## config.mk

```make
export PLATFORM = sky130hd
export DESIGN_NAME = gfl_front
export DESIGN_NICKNAME = d
export VERILOG_FILES = /design/src/hdl/gfl_pkg.sv /design/src/hdl/gfl_front.sv
export SDC_FILE = /design/constraint.sdc
export NUM_CORES = 1
export LEC_CHECK = 0
export BUFFER_PORTS_ARGS = -buffer_cell sky130_fd_sc_hd__buf_4
export CAP_MARGIN = 20
export CORE_AREA = 2 2 78 80
export DETAILED_ROUTE_END_ITERATION = 6
export DIE_AREA = 0 0 80 82
export GPL_ROUTABILITY_DRIVEN = 0
export GPL_TIMING_DRIVEN = 1
export PLACE_DENSITY = 0.62
export SETUP_SLACK_MARGIN = 0.05
export SLEW_MARGIN = 20
export SYNTH_ARGS = -nofsm -noshare
export SYNTH_HDL_FRONTEND = slang
export SYNTH_SLANG_ARGS = --single-unit
```

## constraint.sdc

```tcl
create_clock -name vclk -period 2.25
set_clock_uncertainty 0.15 [all_clocks]
set_input_delay 0.1125 -clock vclk [all_inputs]
set_output_delay 0.1125 -clock vclk [all_outputs]
set_load 0.02 [all_outputs]
```

## src/hdl/gfl_pkg.sv

```systemverilog
// Shared types, codes and constants of the GF(2^m) log/antilog arithmetic unit.
`timescale 1ns / 1ps

package gfl_pkg;

  // Default sizes
  localparam int GFL_MAX_DEGREE = 8;
  localparam int GFL_CODE_BITS  = 64;
  localparam int GFL_WORD_W     = 64;   // codeword width held in the queue
  localparam int GFL_QDEPTH     = 2;    // front-to-back queue entries
  localparam int GFL_QPTR_W     = $clog2(GFL_QDEPTH);

  // Register reset values
  localparam logic [3:0] GFL_DEGREE_RST = 4'd8;
  localparam logic [8:0] GFL_POLY_RST   = 9'd285;

  // Register indexes
  localparam logic REG_DEGREE = 1'b0;
  localparam logic REG_POLY   = 1'b1;

  // Mode codes on the input stream
  localparam logic [2:0] MODE_MUL   = 3'd0;
  localparam logic [2:0] MODE_POW   = 3'd1;
  localparam logic [2:0] MODE_INV   = 3'd2;
  localparam logic [2:0] MODE_LOG   = 3'd3;
  localparam logic [2:0] MODE_ALPHA = 3'd4;
  localparam logic [2:0] MODE_SYN   = 3'd5;

  // Operation class decided by the front end
  typedef enum logic [2:0] {
    OP_ZERO,   // result is zero, no error
    OP_ERR,    // inverse or log of zero
    OP_MUL,
    OP_POW,
    OP_INV,
    OP_LOG,
    OP_ALPHA,
    OP_SYN
  } gfl_op_t;

  // One queued item, operands already masked to m bits
  typedef struct packed {
    gfl_op_t               op;
    logic [7:0]            a;
    logic [7:0]            b;
    logic [7:0]            e;
    logic [GFL_WORD_W-1:0] word;
  } gfl_item_t;

  // Field setup seen by front and back
  typedef struct packed {
    logic [3:0] degree;    // saturated m
    logic [8:0] poly;
    logic       rebuild;   // register write this cycle
  } gfl_cfg_t;

  // Queue status
  typedef struct packed {
    logic full;
    logic empty;
  } gfl_qstat_t;

endpackage

```

## src/hdl/gfl_front.sv

```systemverilog
// Front end: accepts input beats, masks operands and classifies the operation.
`timescale 1ns / 1ps

module gfl_front #(
  parameter int CODE_BITS = gfl_pkg::GFL_CODE_BITS
) (
  input  logic                 in_valid,
  output logic                 in_ready,
  input  logic [2:0]           mode,
  input  logic [7:0]           operand_a,
  input  logic [7:0]           operand_b,
  input  logic [7:0]           power_value,
  input  logic [CODE_BITS-1:0] codeword,
  input  gfl_pkg::gfl_cfg_t    cfg,
  input  gfl_pkg::gfl_qstat_t  qstat,
  output logic                 push,
  output gfl_pkg::gfl_item_t   item
);
  import gfl_pkg::*;

  logic [8:0] top9;
  logic [7:0] mask8;
  logic [7:0] a_m;
  logic [7:0] b_m;

  // Operand mask for the current degree
  always_comb begin
    top9  = 9'd1 << cfg.degree;
    mask8 = (cfg.degree >= 4'd8) ? 8'hFF : 8'(top9 - 9'd1);
    a_m   = operand_a & mask8;
    b_m   = operand_b & mask8;
  end

  // Classify; zero operands resolve here
  always_comb begin
    item.a    = a_m;
    item.b    = b_m;
    item.e    = power_value;
    item.word = GFL_WORD_W'(codeword);
    unique case (mode)
      MODE_MUL:   item.op = (a_m == 8'd0 || b_m == 8'd0) ? OP_ZERO : OP_MUL;
      MODE_POW:   item.op = (a_m == 8'd0) ? OP_ZERO : OP_POW;
      MODE_INV:   item.op = (a_m == 8'd0) ? OP_ERR : OP_INV;
      MODE_LOG:   item.op = (a_m == 8'd0) ? OP_ERR : OP_LOG;
      MODE_ALPHA: item.op = OP_ALPHA;
      MODE_SYN:   item.op = OP_SYN;
      default:    item.op = OP_ZERO;
    endcase
  end

  assign in_ready = !qstat.full;
  assign push     = in_valid && !qstat.full;

endmodule

```

==> run_summary.xml <==
<?xml version="1.0" encoding="UTF-8"?>
<metrics>
  <group name="outcome">
    <metric name="run_status" unit="">complete, but fails checks</metric>
    <metric name="violations" unit="">setup timing</metric>
  </group>
  <group name="power_and_ir_drop">
    <metric name="p_comb_frac" unit="">1.000</metric>
    <metric name="worst_ir_drop_vdd" unit="mV">0.0542</metric>
    <metric name="p_switching" unit="µW">113</metric>
    <metric name="power.share.clock" unit="">0</metric>
    <metric name="share_seq_of_total_power" unit="">0</metric>
    <metric name="power-per-cell-area" unit="nW/µm²">207</metric>
    <metric name="internal-power" unit="µW">120</metric>
    <metric name="power.switching_fraction" unit="">0.486</metric>
    <metric name="power.static_leakage" unit="nW">0.497</metric>
  </group>
  <group name="finish">
    <metric name="fillerInstances" unit="">666</metric>
    <metric name="clockBufferCount" unit="">0</metric>
    <metric name="leading_cell_types_in_the_layout_fill_and_taps_excluded" unit="">53 x sky130_fd_sc_hd__buf_4, 7 x sky130_fd_sc_hd__and2_1, 6 x sky130_fd_sc_hd__nor2b_1, 6 x sky130_fd_sc_hd__nor2_1</metric>
    <metric name="antenna_cells_inserted" unit="">0</metric>
    <metric name="finalInstanceArea" unit="µm²">1130</metric>
    <metric name="finish.utilization" unit="">0.196</metric>
    <metric name="nets" unit="">234</metric>
    <metric name="post_route_cells_drive_above_1_share" unit="">0.626</metric>
    <metric name="layout.cells.most_common" unit="">sky130_fd_sc_hd__buf_4</metric>
    <metric name="nFlopsAndLatches" unit="">0</metric>
    <metric name="syn_to_final_growth" unit="%">12.5</metric>
    <metric name="register_area" unit="µm²">0</metric>
  </group>
  <group name="timing">
    <metric name="period_needed" unit="ns">2.30</metric>
    <metric name="relSlewSlack" unit="">0.461</metric>
    <metric name="final_critical_path_setup_slack" unit="ns">-0.0499</metric>
    <metric name="max_clock_freq" unit="MHz">435</metric>
    <metric name="worst_slew_pin_slew" unit="ns">0.805</metric>
    <metric name="hold_viol_final" unit="">0</metric>
    <metric name="timing.final.setup_violations" unit="">3</metric>
    <metric name="grt_setup_unrepaired" unit="">yes</metric>
    <metric name="final_slew_violations" unit="">0</metric>
    <metric name="final_min_period_over_clock_period" unit="">1.02</metric>
  </group>
  <group name="synthesis">
    <metric name="synth.cell_area" unit="µm²">1000</metric>
    <metric name="netlist-cell-type-count" unit="">31</metric>
    <metric name="synth.net_count" unit="">250</metric>
    <metric name="yosys.area.top_type" unit="">sky130_fd_sc_hd__buf_4</metric>
    <metric name="ys_seq_area_frac" unit="">0</metric>
    <metric name="synthesis.area_per_instance" unit="µm²">7.10</metric>
    <metric name="yosysTopAreaCellShare" unit="">0.540</metric>
    <metric name="syn_inst" unit="">141</metric>
    <metric name="synthesis.yosys.warnings" unit="">0</metric>
    <metric name="post_synth_main_area_contributors" unit="">sky130_fd_sc_hd__buf_4 54%, sky130_fd_sc_hd__and2_1 4.4%, sky130_fd_sc_hd__nor2b_1 3.8%</metric>
  </group>
  <group name="floorplan">
    <metric name="floorplan.rows" unit="">28</metric>
    <metric name="die_height" unit="µm">82</metric>
    <metric name="initial_core_util" unit="">0.174</metric>
    <metric name="io-pin-count" unit="">201</metric>
    <metric name="coreArea" unit="µm²">5750</metric>
    <metric name="horiz_die_dim" unit="µm">80</metric>
    <metric name="fp.dieArea" unit="µm²">6560</metric>
  </group>
  <group name="detailed_routing">
    <metric name="avgRoutedWirePerCell" unit="µm">13.1</metric>
    <metric name="drt_iter0_markers" unit="">23</metric>
    <metric name="vias_per_cell" unit="">3.92</metric>
    <metric name="drt_drc_violations_left" unit="">0</metric>
    <metric name="drt_first_pass_iters" unit="">4</metric>
    <metric name="route.vias.total" unit="">777</metric>
    <metric name="ant_nets" unit="">0</metric>
    <metric name="routed_wirelength" unit="mm">2.60</metric>
  </group>
  <group name="place">
    <metric name="pre_cts_slack" unit="ns">-0.180</metric>
    <metric name="detailed_placement_hpwl" unit="mm">2.17</metric>
    <metric name="port-buffer-count" unit="">46</metric>
    <metric name="placement.cell_area" unit="µm²">1020</metric>
  </group>
  <group name="grt">
    <metric name="grt-ovfl-total" unit="">0</metric>
    <metric name="grt_start_max_net_pins" unit="">11</metric>
    <metric name="grt_pass1_vias" unit="">747</metric>
    <metric name="grt_first_pass_wirelength" unit="mm">3.77</metric>
    <metric name="globalRouteTotalUtil" unit="">0.0722</metric>
    <metric name="antenna_violations_before_repair" unit="">0</metric>
  </group>
  <group name="setup_path">
    <metric name="crit_fanout" unit="">4</metric>
    <metric name="worst-endpoint-required" unit="ns">1.99</metric>
    <metric name="arrival" unit="ns">2.04</metric>
    <metric name="path_cells" unit="">buf_8, nor4_4, inv_2, ha_4, and4_4, o41ai_4, a21bo_4, o21bai_4, nor3b_4, buf_6</metric>
    <metric name="critPathTopFamily" unit="">compound AO/OA/AOI/OAI gates</metric>
    <metric name="crit_path_top_delay_cell" unit="">sky130_fd_sc_hd__o41ai_4</metric>
    <metric name="critical_path.endpoint_type" unit="">primary output</metric>
    <metric name="max_stage_delay" unit="ns">0.36</metric>
    <metric name="timing.setup.critical_path_class" unit="">input port to primary output</metric>
    <metric name="path_buf_inv" unit="">3</metric>
    <metric name="startpoint_class_of_the_critical_path" unit="">input port</metric>
  </group>
  <group name="clocking">
    <metric name="cts_hold_repair.buffers" unit="">0</metric>
  </group>
  <group name="worst_hold_path">
    <metric name="min_delay_worst_endpoint" unit="">item[21]</metric>
    <metric name="worstHoldStart" unit="">codeword[21]</metric>
    <metric name="min_delay_path_depth" unit="">0</metric>
    <metric name="timing.hold.worst.class" unit="">input port to primary output</metric>
  </group>
  <group name="job">
    <metric name="drv.max_cap_violation_count" unit="">0</metric>
  </group>
</metrics>
cell families (layout without fill, tap and decap cells):
family / count (synthesis) / in the layout / synth area share
buffers and inverters: 82 / 64 / 0.586
AO/OA/AOI/OAI: 23 / 23 / 0.174
adder cells (fa/ha/maj): 1 / 1 / 0.0125
AND/OR/NAND/NOR: 33 / 33 / 0.207
multiplexers: 2 / 2 / 0.0200
cell usage after synthesis (all sizes together) (2+ instances only):
library cell,count
a211o,2
a21oi,6
a2bb2oi,2
and2,7
buf,74
clkbuf,2
inv,6
mux2i,2
nand2,3
nor2,6
nor2b,6
nor3b,3
nor4,2
o21a,3
o21ai,2
o41ai,2
or2,2
per-layer routing:
metal  GRT usage  share of wire  up-vias
met5           0              0        -
li1            -              -      358
met3      0.0165           0.12       32
met4      0.0576          0.066        0
met1      0.0766           0.35      340
met2       0.123           0.47       47
worst max-delay path by stage:
stage          startpoint  endpoint  slack [ns]  cells past startpoint
3_5_place_dp      cfg[10]  item[89]       -0.18                     11
4_1_cts           cfg[12]  item[88]       -0.09                     10
2_1_floorplan     cfg[13]  item[88]       -0.09                     10
6_report          cfg[12]  item[88]       -0.05                     10
3_3_place_gp      cfg[10]  item[89]       -0.15                     11
5_1_grt           cfg[12]  item[89]       -0.14                     12
through the flow:
| step | hold WS, ns | total power [mW] | TNS (ns) | instances |
|---|---|---|---|---|
| floorplan | 0.117 | 0.298 | -0.0893 | 141 |
| global placement | 0.0751 | 0.212 | -0.317 | 197 |
| detailed placement | 0.0751 | 0.213 | -0.413 | 197 |
| CTS | 0.0751 | 0.235 | -0.232 | 198 |
| global route | 0.0750 | 0.252 | -0.407 | 198 |
| finish | 0.0750 | 0.233 | -0.0876 | 198 |
area by class of cell:
| class | count | area (µm²) | area share |
|---|---|---|---|
| multi-input combinational | 59 | 552 | 0.490 |
| timing repair buffer | 58 | 458 | 0.407 |
| tap | 75 | 93.8 | 0.0833 |
| inverter | 6 | 22.5 | 0.0200 |
power by group through the flow:
stage | combinational [mW] | sequential, mW | clock (mW)
after floorplan | 0.298 | 0 | 0
after global placement | 0.212 | 0 | 0
after detailed placement | 0.213 | 0 | 0
after CTS | 0.235 | 0 | 0
after global routing | 0.252 | 0 | 0
final | 0.233 | 0 | 0
repair_timing:
action                     4_1_cts  5_1_grt
pin swaps                        7        2
gates resized for setup         15        2
setup endpoints to repair        3        3
cloned                           0        0
buffers inserted                 1        0
Note: power is estimated with default switching activity, not from simulation.
