<file path="config.mk">
export PLATFORM = sky130hd
export DESIGN_NAME = gfl_queue
export DESIGN_NICKNAME = d
export VERILOG_FILES = /design/src/hdl/gfl_pkg.sv /design/src/hdl/gfl_queue.sv
export SDC_FILE = /design/constraint.sdc
export NUM_CORES = 1
export LEC_CHECK = 0
export BUFFER_PORTS_ARGS = -buffer_cell sky130_fd_sc_hd__buf_4
export CAP_MARGIN = 20
export CORE_MARGIN = 2
export CORE_UTILIZATION = 44
export CTS_CLUSTER_SIZE = 16
export DETAILED_ROUTE_END_ITERATION = 12
export PLACE_DENSITY_LB_ADDON = 0.08
export SYNTH_ARGS = -nofsm -noshare
export SYNTH_HDL_FRONTEND = slang
export SYNTH_SLANG_ARGS = --single-unit
export TNS_END_PERCENT = 50
</file>
<file path="constraint.sdc">
create_clock -name clk -period 8.1 [get_ports clk]
set_input_delay 1.62 -clock clk [delete_from_list [all_inputs] [get_ports clk]]
set_output_delay 1.62 -clock clk [all_outputs]
set_load 0.005 [all_outputs]
</file>
<file path="src/hdl/gfl_pkg.sv">
// Shared types, codes and constants of the GF(2^m) log/antilog arithmetic unit.
`timescale 1ns / 1ps

package gfl_pkg;

  // Default sizes
  localparam int GFL_MAX_DEGREE = 8;
  localparam int GFL_CODE_BITS  = 64;
  localparam int GFL_WORD_W     = 64;   // codeword width held in the queue
  localparam int GFL_QDEPTH     = 2;    // front-to-back queue entries
  localparam int GFL_QPTR_W     = $clog2(GFL_QDEPTH);

  // Register reset values
  localparam logic [3:0] GFL_DEGREE_RST = 4'd8;
  localparam logic [8:0] GFL_POLY_RST   = 9'd285;

  // Register indexes
  localparam logic REG_DEGREE = 1'b0;
  localparam logic REG_POLY   = 1'b1;

  // Mode codes on the input stream
  localparam logic [2:0] MODE_MUL   = 3'd0;
  localparam logic [2:0] MODE_POW   = 3'd1;
  localparam logic [2:0] MODE_INV   = 3'd2;
  localparam logic [2:0] MODE_LOG   = 3'd3;
  localparam logic [2:0] MODE_ALPHA = 3'd4;
  localparam logic [2:0] MODE_SYN   = 3'd5;

  // Operation class decided by the front end
  typedef enum logic [2:0] {
    OP_ZERO,   // result is zero, no error
    OP_ERR,    // inverse or log of zero
    OP_MUL,
    OP_POW,
    OP_INV,
    OP_LOG,
    OP_ALPHA,
    OP_SYN
  } gfl_op_t;

  // One queued item, operands already masked to m bits
  typedef struct packed {
    gfl_op_t               op;
    logic [7:0]            a;
    logic [7:0]            b;
    logic [7:0]            e;
    logic [GFL_WORD_W-1:0] word;
  } gfl_item_t;

  // Field setup seen by front and back
  typedef struct packed {
    logic [3:0] degree;    // saturated m
    logic [8:0] poly;
    logic       rebuild;   // register write this cycle
  } gfl_cfg_t;

  // Queue status
  typedef struct packed {
    logic full;
    logic empty;
  } gfl_qstat_t;

endpackage

</file>
<file path="src/hdl/gfl_queue.sv">
// Short queue between front end and back end.
`timescale 1ns / 1ps

module gfl_queue (
  input  logic                clk,
  input  logic                rst,
  input  logic                push,
  input  gfl_pkg::gfl_item_t  din,
  input  logic                pop,
  output gfl_pkg::gfl_item_t  dout,
  output gfl_pkg::gfl_qstat_t qstat
);
  import gfl_pkg::*;

  gfl_item_t             slots [GFL_QDEPTH];
  logic [GFL_QPTR_W-1:0] wptr;
  logic [GFL_QPTR_W-1:0] rptr;
  logic [GFL_QPTR_W:0]   fill;

  // Pointers and fill level
  always_ff @(posedge clk) begin
    if (rst) begin
      wptr <= '0;
      rptr <= '0;
      fill <= '0;
    end else begin
      if (push) wptr <= wptr + 1'b1;
      if (pop)  rptr <= rptr + 1'b1;
      fill <= fill + (GFL_QPTR_W+1)'(push) - (GFL_QPTR_W+1)'(pop);
    end
  end

  // Entry storage
  always_ff @(posedge clk) begin
    if (push) slots[wptr] <= din;
  end

  assign dout        = slots[rptr];
  assign qstat.full  = (fill == (GFL_QPTR_W+1)'(GFL_QDEPTH));
  assign qstat.empty = (fill == '0);

endmodule

</file>
==> metrics.csv, run 1 <==
metric,value,unit
p_leak,3.71,nW
timing.final.crit_share,53.1,%
fin_util,58.6,%
die-area,17500,µm²
area_growth,29.5,%
clock_latency,0.42,ns
first_iter_violations,206,
yosys_warnings,0,
clk_pin_slew,0.06,ns
hp-class,flip-flop to flip-flop,
critPathLaunchType,flip-flop,
placed_area,8760,µm²
drcViolationCount,0,
vias,3399,
numCtsBuffers,17,
peakVddDrop,135,µV
finalSetupViolCount,0,
crit_type,flip-flop to output port,
crit_fanout,54,
synth_area_leader_cell,edfxtp_1,
final_layout_size_suffix_gt1_share,60.3,%
rsz0062_at_grt,no,
synth.top_cells.by_area,"edfxtp_1, mux2_4, buf_12",
first_pass_iters,6,
maxCapViolCount,0,
netlist.area_leader.share,75.5,%
worst_ep_arrival_time,2.68,ns
fin_worst_skew,0.00647,ns
wirelength,12.8,mm
syn_area,7240,µm²
ys_seq_area_share,76.9,%
grt-ovfl-total,0,
grt_pass1_vias,3567,
cts_resized,0,
hpwlAfterDp,8.48,mm
cts-root-buf,clkbuf_16,
coreArea,16000,µm²
cts_sinks,187,
gp_congestion,0.706,
nets,601,
die_width,132,µm
vias_per_cell,4.64,
grt_use_total,14.9,%
cts_tree,built,
synth_area_per_cell,23.8,µm²
outcome,finished clean,
htreeDepth,4,
final_area,9370,µm²
fill_cells,1236,
grt_antenna_before_repair,1,
worstHoldStart,rptr,
slew_headroom,32.2,%
critical_path_required,6.48,ns
start_util,45.2,%
std_cell_rows,46,
hold_viol,0,
fin_crit,4.30,ns
max_freq,233,MHz
ys_ff_latch,187,
powerDensity,244,nW/µm²
fin_cells,733,
syn-instance-count,304,
syn_nets,401,
wl_per_cell,17.4,µm
rr_startpoint,wptr,
place.port_buffers,187,
dp.cells,701,
tightest_slew,1.02,ns
cts_hold_buffers,0,
antenna_cells,0,
grt_pass1_wl,19.5,mm
critPathCaptureType,output port,
drv_slew,0,
clock_tree.buffer_depth,2,
ios,188,
drt.antenna.violating_nets,0,
yosys.cell_types.count,13,
tns,0,ns
die_h,132,µm
post_cts_buffers,0,
grt_max_degree,55,
==> registers in the layout, indices dropped and copies added (netlist names), named ones only <==
| name | flops |
|---|---|
| fill | 2 |
| slots | 182 |
| rptr | 1 |
| wptr | 1 |
==> worst max-delay path, stage by stage (launching register included) <==
cell and delay [ns]:
dfxtp_4 0.79, buf_4 0.87, mux2_4 0.36, buf_4 0.14
==> metrics by stage <==
stage	worst slack (ns)	hold slack (ns)	power (W)
floorplan	1.96	0.480	0.00134
global placement	4.18	0.498	0.00146
detailed placement	4.18	0.500	0.00147
CTS	3.72	0.522	0.00231
global route	3.63	0.584	0.00237
finish	3.80	0.521	0.00228
==> cells in the final DEF, fill, tap and decap left out <==
master      count
nor2b_1         2
clkbuf_1        5
bufinv_16       3
nor2_1          5
nor2b_4         1
mux2_2          1
dfxtp_4         1
clkbuf_8        4
edfxtp_1      182
ha_1            2
xnor3_1         1
buf_4         191
clkinv_2        1
mux2_4         90
dfxtp_1         4
inv_6           1
inv_1           2
clkinvlp_4      1
clkbuf_16      17
xnor2_1         2
and2_4          1
==> cells by family (layout without fill, tap and decap cells) <==
| logic type | Yosys count | after routing | share of synthesized area (%) |
|---|---|---|---|
| flip-flops | 187 | 187 | 76.9 |
| multiplexers | 91 | 91 | 18.8 |
| buffers and inverters | 12 | 225 | 2.75 |
| AND/OR/NAND/NOR | 9 | 9 | 0.605 |
| XOR/XNOR | 3 | 3 | 0.553 |
| adder cells (fa/ha/maj) | 2 | 2 | 0.346 |
==> power by group <==
| group | leakage [nW] | internal, W | switching, W | total (W) |
|---|---|---|---|---|
| Sequential | 1.75 | 0.00113 | 0.0000258 | 0.00116 |
| Clock | 0.295 | 0.000520 | 0.000324 | 0.000844 |
| Combinational | 1.66 | 0.000180 | 0.000104 | 0.000284 |
==> worst paths after layout <==
path,to,slack [ns],depth (start not counted)
worst max-delay path,dout[75],3.80,3
worst min-delay path,rptr,0.52,2
worst max register to register,slots[1][85],6.05,2
worst min register to register,rptr,0.52,2
==> cell usage after synthesis <==
cell type and number:
mux2_4 90, ha_1 2, mux2_2 1, edfxtp_1 182
nor2b_1 3, xnor3_1 1, dfxtp_1 5, xnor2_1 2
and2_1 1, inv_1 2, buf_6 1, buf_12 9
nor2_1 5
==> layer usage <==
layer  up-vias  track usage, %  wire length (µm)
met5         -               0                 0
met4         0            5.73               210
met3        18            5.23               825
met2       121            24.8              6470
met1      1661            18.0              5260
li1       1599               -                 -
==> final cells by class <==
| type | instances | area, µm² | area share, % |
|---|---|---|---|
| repair buffers | 191 | 1430 | 15.3 |
| well taps | 216 | 270 | 2.88 |
| multi-input cells | 105 | 1480 | 15.8 |
| clock inverters | 6 | 111 | 1.19 |
| flip-flops and latches | 187 | 5570 | 59.4 |
| clock buffers | 26 | 499 | 5.33 |
| inverters | 2 | 7.51 | 0.0801 |
Note: power is estimated with default switching activity, not from simulation.
==> run 2, diff against run 1 <==
==> constraint.sdc (replaced) <==
create_clock -name clk -period 4 [get_ports clk]
set_input_delay 0.8 -clock clk [delete_from_list [all_inputs] [get_ports clk]]
set_output_delay 0.8 -clock clk [all_outputs]
set_load 0.005 [all_outputs]
==> run 2 against run 1 <==
Core utilization is essentially flat; sequential share of layout area is essentially flat; first-iteration DRC count grew 3.9%; largest power group unchanged; highest routed layer unchanged.
==> metrics.csv, run 2 (same netlist as run 1, synthesis figures left out) <==
metric,value,unit,change
numCtsBuffers,17,,unchanged
critical_path.top_delay_family,flip-flops,,
crit_fanout,36,,-33%
hpwlAfterDp,8.40,mm,-0.95%
ff_latch_area,5570,µm²,unchanged
finalSetupViolCount,0,,unchanged
top_layer_used,met4,,
vias,3416,,+0.50%
wl_per_cell,17.2,µm,-1.3%
post_cts_buffers,0,,unchanged
max_freq,342,MHz,
coreArea,16000,µm²,unchanged
cts_hold_buffers,0,,unchanged
antenna_cells,0,,unchanged
clk_pin_slew,0.06,ns,about the same
p_int,0.00357,W,+95%
final_layout_size_suffix_gt1_share,60.6,%,+0.23 points
tns,0,ns,unchanged
die_h,132,µm,unchanged
drv_slew,0,,unchanged
grt_antenna_before_repair,0,,-1
power_frac_comb,12.9,%,+0.5 points
vias_per_cell,4.64,,about the same
cts_sinks,187,,unchanged
mostFrequentLayoutCells,"buf_4, edfxtp_1, mux2_4, clkbuf_16",,
critical_path_required,3.20,ns,-3.28 ns
clock_tree.buffer_depth,2,,unchanged
peakVddDrop,262,µV,+94%
final_common_cell,buf_4,,
grt-ovfl-total,0,,unchanged
cp_common_cell,buf_4,,
grt_use_total,14.7,%,-0.25 points
crit_slowest_cell,dfxtp_4,,
hp-class,flip-flop to flip-flop,,
placed_area,8810,µm²,+0.54%
wirelength,12.7,mm,-0.85%
max_stage_delay,0.79,ns,-0.08 ns
first_iter_violations,214,,+3.9%
slew_headroom,48.6,%,+16 points
cts_resized,0,,unchanged
drt.antenna.violating_nets,0,,unchanged
cts_tree,built,,
switching_share,20.8,%,+0.88 points
nets,604,,+0.50%
timing.final.crit_share,73.0,%,
fin_worst_skew,0.00479,ns,-0.00169 ns
tightest_slew,0.772,ns,-0.246 ns
reg_top3,"slots x182, fill x2",,
first_pass_iters,4,,-2
hold_viol,0,,unchanged
gp_congestion,0.702,,-0.57%
area_growth,29.5,%,about the same
largest_register_ffs,182,,unchanged
clockPowerShare,35.2,%,-1.8 points
critPathLaunchType,flip-flop,,
grt_max_degree,57,,+3.6%
regMostFlops,slots,,
critPathCaptureType,output port,,
critPathBufInv,2,,unchanged
worst_ep_arrival_time,2.12,ns,-0.56 ns
clock_latency,0.42,ns,about the same
die_width,132,µm,unchanged
wl_met2,6.31,mm,-2.4%
start_util,45.2,%,unchanged
crit_type,flip-flop to output port,,
powerDensity,481,nW/µm²,+97%
final_area,9370,µm²,about the same
multi_input_area,1480,µm²,unchanged
htreeDepth,4,,unchanged
pwr-share-seq,51.9,%,+1.3 points
grt_pass1_vias,3509,,-1.6%
wl_met3,722,µm,-12%
switchingPower,0.000935,W,+110%
fill_cells,1268,,+2.6%
crit_chain,buf_4 > mux2_4 > buf_4,,
place.port_buffers,187,,unchanged
rsz0062_at_grt,no,,
p_leak,3.69,nW,-0.42%
outcome,finished clean,,
fin_crit,2.92,ns,
maxCapViolCount,0,,unchanged
ios,188,,unchanged
die-area,17500,µm²,unchanged
std_cell_rows,46,,unchanged
cts-root-buf,clkbuf_16,,
drcViolationCount,0,,unchanged
grt_pass1_wl,19.1,mm,-1.9%
met1Wirelength,5.25,mm,about the same
run 2: stage by stage:
step / power, W / utilization [%] / std cells / setup WS (ns) / hold slack [ns]
finish: 0.00451 / 58.6 / 736 / 1.08 / 0.526
CTS: 0.00457 / 58.6 / 736 / 1.03 / 0.531
global route: 0.00468 / 58.6 / 736 / 0.987 / 0.537
global placement: 0.00296 / 55.1 / 704 / 1.53 / 0.499
detailed placement: 0.00297 / 55.1 / 704 / 1.50 / 0.510
floorplan: 0.00270 / - / 304 / 0.387 / 0.480
run 2: worst paths after layout:
path,startpoint,to,slack [ns],cells after the start
worst max-delay path,flip-flop,dout[13],1.08,3
worst min-delay path,rptr,rptr,0.53,2
worst max register to register,wptr,slots[1][14],2.29,2
worst min register to register,rptr,rptr,0.53,2
run 2: tightest hold or removal path: stages, from the launching register on:
cell     delay, ns
dfxtp_1       0.33
xnor2_1       0.09
nor2_1        0.08
run 2: power by group through the flow:
stage | registers [W] | clock network, W | logic, W
after floorplan | 0.00236 | 0 | 0.000340
after global placement | 0.00238 | 0 | 0.000580
after detailed placement | 0.00238 | 0 | 0.000589
after CTS | 0.00234 | 0.00163 | 0.000592
after global routing | 0.00235 | 0.00171 | 0.000622
final | 0.00234 | 0.00159 | 0.000579
run 2: area by class of cell:
| class | instances | share of cell area (%) |
|---|---|---|
| sequential | 187 | 59.4 |
| multi-input combinational | 105 | 15.8 |
| timing repair buffer | 194 | 15.8 |
| clock buffer | 20 | 4.66 |
| tap | 216 | 2.88 |
| clock inverter | 12 | 1.32 |
| inverter | 2 | 0.0801 |
run 2: metal layers:
metal	up-vias	global-route usage, %
met3	26	4.11
met1	1662	17.9
li1	1600	-
met2	128	23.9
met4	0	7.77
met5	-	0
==> run 3, diff against run 2 <==
==> constraint.sdc (replaced) <==
create_clock -name clk -period 2.9 [get_ports clk]
set_input_delay 0.58 -clock clk [delete_from_list [all_inputs] [get_ports clk]]
set_output_delay 0.58 -clock clk [all_outputs]
set_load 0.005 [all_outputs]
==> run 3 against run 2 <==
Total power increased by 43%; first-iteration DRC count increased by 1.4%; global-route usage increased by 0.33 points; largest power group unchanged; critical path depth unchanged; design area increased by 0.71%; clock skew increased by 0.00099 ns; hold slack got worse by 0.19 ns; routed wire length increased by 3.4%; critical path type unchanged; largest cell class unchanged; non-clock buffer count unchanged; die area unchanged; core utilization increased by 0.41 points; count of clock-buffer cells in the layout increased by 4.
==> metrics.csv, run 3 (same netlist as run 1, synthesis figures left out) <==
metric,value,unit,change
rsz0062_at_grt,no,,
cts-root-buf,clkbuf_16,,
wl_met2,6.72,mm,+6.4%
place_ws,0.777,ns,-0.723 ns
area_growth,30.4,%,
hold_viol,0,,unchanged
peakVddDrop,421,µV,+60%
std_cell_rows,46,,unchanged
first_iter_violations,217,,+1.4%
crit_chain,buf_12 > mux2_4 > buf_4,,
gp_congestion,0.707,,+0.70%
hpwlAfterDp,8.71,mm,+3.7%
crit_fanout,36,,unchanged
grt_pass1_vias,3564,,+1.6%
clock_tree.buffer_depth,2,,unchanged
timing.final.crit_share,87.2,%,
ios,188,,unchanged
maxCapViolCount,0,,unchanged
fin_crit,2.53,ns,
regMostFlops,slots,,
critical_path.top_delay_family,flip-flops,,
crit_slowest_cell,dfxtp_4,,
layout_setup_ws,0.372,ns,-0.708 ns
drcViolationCount,0,,unchanged
crit_type,flip-flop to output port,,
cts_tree,built,,
cts_sinks,187,,unchanged
critPathCaptureType,output port,,
critPathLaunchType,flip-flop,,
wl_met3,983,µm,+36%
rr_worst_depth,2,,unchanged
htreeDepth,4,,unchanged
outcome,finished clean,,
antenna_cells,0,,unchanged
drv_slew,0,,unchanged
cts_hold_buffers,0,,unchanged
reg_top3,"slots x182, fill x2",,
clk_pin_slew,0.06,ns,about the same
grt_max_degree,39,,-32%
p_leak,3.74,nW,+1.2%
fill_cells,1260,,-0.63%
grt-ovfl-total,0,,unchanged
nets,604,,unchanged
hp-class,input port to flip-flop,,
numCtsBuffers,17,,unchanged
vias_per_cell,4.66,,+0.32%
final_layout_size_suffix_gt1_share,60.6,%,unchanged
top_layer_used,met4,,
rr_startpoint,wptr,,
clock_latency,0.42,ns,about the same
vias,3427,,+0.32%
cts_resized,0,,unchanged
met1Wirelength,5.22,mm,-0.63%
die_h,132,µm,unchanged
slew_headroom,65.3,%,+17 points
largest_register_ffs,182,,unchanged
tns,0,ns,unchanged
fin_worst_skew,0.00578,ns,+0.000994 ns
start_util,45.2,%,unchanged
tightest_slew,0.520,ns,-0.251 ns
wirelength,13.1,mm,+3.4%
max_stage_delay,0.67,ns,-0.12 ns
critPathBufInv,2,,unchanged
fin_util,59.0,%,+0.41 points
coreArea,16000,µm²,unchanged
critical_path_required,2.32,ns,-0.88 ns
grt_antenna_before_repair,0,,unchanged
finalSetupViolCount,0,,unchanged
timing.hold.ws,0.333,ns,-0.193 ns
final_common_cell,buf_4,,
reg2reg_to,slots[1][73],,
max_freq,396,MHz,
mostFrequentLayoutCells,"buf_4, edfxtp_1, mux2_4, clkbuf_16",,
worst_ep_arrival_time,1.95,ns,-0.17 ns
powerDensity,681,nW/µm²,+42%
grt_pass1_wl,19.5,mm,+2.0%
first_pass_iters,4,,unchanged
grt_use_total,15.0,%,+0.33 points
die-area,17500,µm²,unchanged
die_width,132,µm,unchanged
drt.antenna.violating_nets,0,,unchanged
cp-endpoint,dout[29],,
crit_cells,3,,unchanged
place.port_buffers,187,,unchanged
wl_per_cell,17.8,µm,+3.4%
post_cts_buffers,0,,unchanged
regToRegSetupSlack,1.26,ns,-1.03 ns
==> run 3: where the power goes <==
| part | switching (W) | internal [W] |
|---|---|---|
| clock network | 0.000911 | 0.00148 |
| registers | 0.0000624 | 0.00315 |
| logic | 0.000304 | 0.000511 |
| total | 0.00128 | 0.00515 |
==> run 3: layout make-up <==
class	count	area (µm²)	share of cell area, %
Inverter	2	7.51	0.0796
Clock buffer	24	472	5.00
Sequential cell	187	5570	59.0
Multi-Input combinational cell	105	1480	15.7
Tap cell	216	270	2.86
Clock inverter	8	143	1.51
Timing Repair Buffer	194	1490	15.8
==> run 3: worst reg2reg max path, delay by kind of cell (launching register included) <==
kind          cells  cell delay (ns)
flops             1             0.40
simple gates      1             0.44
buf+inv           1             0.45
==> run 3: per-stage QoR <==
stage	power [W]	cells	cell area, µm²
finish	0.00643	736	9440
CTS	0.00651	736	9440
detailed placement	0.00411	704	8820
global route	0.00666	736	9440
floorplan	0.00372	304	7240
global placement	0.00409	704	8820
==> run 3: per-layer routing <==
layer / global-route usage [%] / up-vias
met3: 6.04 / 15
met1: 17.8 / 1698
met2: 24.9 / 110
li1: - / 1604
met4: 5.38 / 0
met5: 0 / -
==> run 3: worst min-delay path by stage <==
stage | startpoint | endpoint | slack [ns] | cells after the start
2_1_floorplan | rptr | flip-flop | 0.48 | 2
3_3_place_gp | rptr | flip-flop | 0.49 | 2
3_5_place_dp | rptr | flip-flop | 0.49 | 2
4_1_cts | din[52] | slots[1][52] | 0.32 | 1
5_1_grt | din[39] | slots[1][39] | 0.31 | 1
6_report | din[51] | slots[1][51] | 0.33 | 1
